### src/hdl/twkf_pkg.sv
// twkf_pkg: shared widths, register indexes and types of the windowed top-k coefficient filter
// no dependencies; imported by twkf_cell, the top level, the checker and the testbench
package twkf_pkg;

  localparam int COEFF_W   = 24;
  localparam int RANK_W    = 7;
  localparam int CFG_W     = 7;
  localparam int CFG_IDX_W = 2;
  localparam int USER_W    = 2;

  localparam logic [CFG_IDX_W-1:0] REG_WINDOW_SIZE = 2'd0;
  localparam logic [CFG_IDX_W-1:0] REG_KEEP_COUNT  = 2'd1;

  localparam logic [CFG_W-1:0] WINDOW_SIZE_RST = 7'd64;
  localparam logic [CFG_W-1:0] KEEP_COUNT_RST  = 7'd8;

  // bit positions inside out_tuser
  localparam int USER_KEPT      = 0;
  localparam int USER_DATA_LAST = 1;

  typedef enum logic [1:0] {
    ST_LOAD = 2'b01,
    ST_EMIT = 2'b10
  } state_t;

  // broadcast to every cell of the row
  typedef struct packed {
    logic                      ld;    // a coefficient is being loaded
    logic                      sh;    // the row shifts one place toward the head
    logic signed [COEFF_W-1:0] bval;  // loaded coefficient, or the head value on a shift
  } cell_ctl_t;

endpackage

### src/hdl/twkf_cell.sv
// twkf_cell: one cell of the ranking row, holds one coefficient and its running rank
// depends on twkf_pkg
module twkf_cell (
  input  logic                               clk,
  input  twkf_pkg::cell_ctl_t                ctl,
  input  logic                               we,
  input  logic signed [twkf_pkg::COEFF_W-1:0] nb_val,
  input  logic [twkf_pkg::RANK_W-1:0]        nb_rank,
  output logic signed [twkf_pkg::COEFF_W-1:0] val_o,
  output logic [twkf_pkg::RANK_W-1:0]        rank_o,
  output logic [twkf_pkg::RANK_W-1:0]        sh_rank_o
);
  import twkf_pkg::*;

  logic signed [COEFF_W-1:0] val_r, val_nxt;
  logic [RANK_W-1:0]         rank_r, rank_nxt;
  logic                      ld_hit;
  logic                      sh_hit;

  // a later entry that is greater or equal pushes this one down
  assign ld_hit = (ctl.bval >= val_r);
  // an earlier entry that is strictly greater pushes this one down
  assign sh_hit = (val_r < ctl.bval);

  assign sh_rank_o = rank_r + {{(RANK_W-1){1'b0}}, sh_hit};

  always_comb begin
    val_nxt  = val_r;
    rank_nxt = rank_r;
    if (we) begin
      val_nxt  = ctl.bval;
      rank_nxt = {{(RANK_W-1){1'b0}}, 1'b1};
    end else if (ctl.ld) begin
      rank_nxt = rank_r + {{(RANK_W-1){1'b0}}, ld_hit};
    end else if (ctl.sh) begin
      val_nxt  = nb_val;
      rank_nxt = nb_rank;
    end
  end

  always_ff @(posedge clk) begin
    val_r  <= val_nxt;
    rank_r <= rank_nxt;
  end

  assign val_o  = val_r;
  assign rank_o = rank_r;

endmodule

### config.mk
export PLATFORM = sky130hd
export DESIGN_NAME = twkf_cell
export DESIGN_NICKNAME = d
export VERILOG_FILES = /design/src/hdl/twkf_pkg.sv /design/src/hdl/twkf_cell.sv
export SDC_FILE = /design/constraint.sdc
export NUM_CORES = 1
export LEC_CHECK = 0
export ABC_AREA = 1
export BUFFER_PORTS_ARGS = -buffer_cell sky130_fd_sc_hd__buf_2
export CORE_MARGIN = 5
export CORE_UTILIZATION = 38
export CTS_CLUSTER_SIZE = 24
export DETAILED_ROUTE_END_ITERATION = 6
export HOLD_SLACK_MARGIN = 0.02
export PLACE_DENSITY = 0.68
export SYNTH_ARGS = -nofsm -noshare
export SYNTH_HDL_FRONTEND = slang
export SYNTH_SLANG_ARGS = --single-unit
### constraint.sdc
create_clock -name clk -period 7.75 [get_ports clk]
set_clock_uncertainty 0.05 [all_clocks]
set_input_delay 1.55 -clock clk [delete_from_list [all_inputs] [get_ports clk]]
set_output_delay 1.55 -clock clk [all_outputs]
set_load 0.01 [all_outputs]
==> flow_summary.toml <==
[final_layout]
n_fill_cell = 567
final_util = 0.506
diodes = 0
multi_input_area_mm2 = 0.00110
synthToLayoutAreaGrowth_pct = 29.2
fin_cells = 439
drive_gt1_frac = 0.305
design_area_mm2 = 0.00279
fin_nets = 453
seq_area_um2 = 861

[synthesis]
synthCells = 269
synthXorXnorAreaFrac = 0.0325
synth.most_common_cell = "nand2_1"
synth_area_leader_cell = "edfxtp_1"
synth-seq-cells = 31
synth_compound_area_frac = 0.118
synth_top_family_by_area = "simple AND/OR/NAND/NOR gates"
syn_area_mm2 = 0.00216
synth_fa_ha_area_frac = 0.162
ys_seq_area_frac = 0.399
syn_avg_cell_area_um2 = 8.02
synthSimpleGateAreaFrac = 0.195
ys_top_cells_by_area = "edfxtp_1, ha_1, nand2_1, inv_1, dfxtp_1"
synthMuxAreaShare = 0
yosys.area.top_type_share = 0.334
yosysWarningCount = 0
synthFlopType = "edfxtp_1"
ys_types = 22
syn_nets = 356
synthArstFlopShare = 0
synth_common_cells = "nand2_1, inv_1, ha_1"
synth_edf_count = 24

[timing]
min_period_ns = 5.20
tns_ns = 0
tightest_slew_ns = 0.741
setup_viol = 0
final_max_slew_viol_count = 0
hold_slack_ns = 0.470
grt_setup_unrepaired = "false"
max_freq_mhz = 192
period_share = 0.671
finalWorstSetupSlack_ns = 2.55
hold_viol = 0
max_slew_margin = 0.506

[drt]
vias = 1989
wl_met3_um = 483
wl_per_cell_um = 11.8
wl_met2_um = 2290
postRouteAntennaNets = 0
wl_met1_um = 2390
wl_um = 5190
drc = 0
vias_per_cell = 4.53
first_pass_iters = 4
dr.max_layer_used = "met4"
drt_iter0_markers = 53

[global_route]
antenna_found_initial = 0
grt_max_degree = 51
grt_pass1_wl_um = 8520
grt_usage = 0.142
grt_pass1_vias = 1969
grt.overflow.total = 0

[clocking]
clk_pin_slew_ns = 0.06
hold_buffers = 0
cts_setup_buffers = 0
clock_sinks = 31
cts.repair.resized = 0
worstSkewPairLatency_ns = 0.27
cts_tree = "done"
htree_levels = 2
clk_path_buf_depth = 2
cts_buffers = 5
cts-root-buf = "clkbuf_8"

[placed_design]
place_inst = 431
gp_congestion = 0.933
pre_cts_slack_ns = 2.55
dpl.hpwl_um = 4200
place_area_mm2 = 0.00271
placement.io_buffers = 96

[worst_hold_path]
hold_path_depth = 2
hold_class = "reg -> reg"
hp-start = "rank_o[4]$_SDFFE_PP0P_"

[floorplan]
die_y_um = 85.3
ios = 97
fp.coreArea_mm2 = 0.00551
num_rows = 27
initial_core_util = 0.392
die-area_mm2 = 0.00728
die_w_um = 85.3

[worst_setup_path]
worstPathArrival_ns = 3.60
crit_path_start = "ctl[23]"
crit_type = "in -> out"
r2r_start = "val_o[23]$_DFFE_PP_"
required_ns = 6.15
critical_path.max_fanout = 5
reg2reg_depth = 15
worstSetupEndpointType = "primary output"
crit_path_start_kind = "input pin"

[pwr]
p_sw_mw = 0.146
leakage_nw = 1.48
power_density_mw_per_mm2 = 169
p_clk_frac = 0.254
p_comb_frac = 0.293
seqPwrFrac = 0.453
worst_ir_drop_vdd_mv = 0.117
power.total_mw = 0.470
p_int_mw = 0.324
swShare = 0.311

[outcome]
status = "finished clean"

[job]
drv_cap = 0
-- worst max-delay path: stages --
cell	delay [ns]
buf_2	0.07
inv_1	0.05
ha_1	0.35
nand4_1	0.14
inv_1	0.08
nand2_2	0.06
nor2_2	0.13
nand2_1	0.09
nand3_1	0.07
nand2_1	0.05
nand2_1	0.07
inv_1	0.06
ha_1	0.21
ha_1	0.22
nand3_1	0.11
xor2_1	0.15
buf_2	0.15
-- flip-flops by register name, indices dropped and copies added (netlist names) --
| signal | count |
|---|---|
| val_o | 24 |
| rank_o | 7 |
-- layout by cell type (no fill, tap or decap) --
master | Yosys | routed
a21o_1 | 2 | 2
o21ai_2 | 0 | 1
inv_1 | 42 | 42
nor2_1 | 10 | 10
clkbuf_8 | 0 | 5
a21oi_1 | 12 | 12
nand2_1 | 76 | 76
edfxtp_1 | 24 | 24
nor3_2 | 2 | 2
nand3_1 | 7 | 7
a22oi_1 | 2 | 2
ha_1 | 28 | 28
o21ai_1 | 5 | 5
o21ai_0 | 24 | 23
dfxtp_1 | 7 | 7
buf_4 | 1 | 1
nand4_1 | 3 | 3
inv_2 | 3 | 3
a31oi_1 | 3 | 3
xor2_1 | 8 | 8
buf_2 | 1 | 96
nand2_2 | 1 | 1
clkbuf_1 | 5 | 3
nor2_2 | 3 | 3
-- final cells by class --
type,instances,area share
Clock buffer,8,0.0287
Inverter,45,0.0606
Multi-Input combinational cell,186,0.395
Sequential cell,31,0.309
Tap cell,72,0.0323
Timing Repair Buffer,97,0.175
-- path summary, 6_finish.rpt --
kind | to | slack, ns
min | rank_o[4]$_SDFFE_PP0P_ | 0.47
max reg2reg | rank_o[4]$_SDFFE_PP0P_ | 5.18
max | sh_rank_o[4] | 2.55
min reg2reg | rank_o[4]$_SDFFE_PP0P_ | 0.47
-- cell families (layout without fill, tap and decap cells) --
group | count (synthesis) | after routing
AO/OA/AOI/OAI | 48 | 48
XOR/XNOR | 8 | 8
adder cells (fa/ha/maj) | 28 | 28
buffers and inverters | 52 | 150
flip-flops | 31 | 31
AND/OR/NAND/NOR | 102 | 102
-- power groups by stage --
| stage | logic (mW) | registers (mW) | clock network (mW) |
|---|---|---|---|
| after global routing | 0.158 | 0.215 | 0.136 |
| final | 0.138 | 0.213 | 0.119 |
| after detailed placement | 0.139 | 0.217 | 0 |
| after global placement | 0.137 | 0.216 | 0 |
| after CTS | 0.140 | 0.213 | 0.124 |
| after floorplan | 0.0777 | 0.223 | 0 |
-- routing by layer --
metal  GRT usage  vias to the layer above
li1            -                     1074
met1       0.177                      843
met2       0.238                       67
met3      0.0485                        5
met4      0.0317                        0
met5           0                        -
No activity file was read; power rests on OpenSTA's default activity.
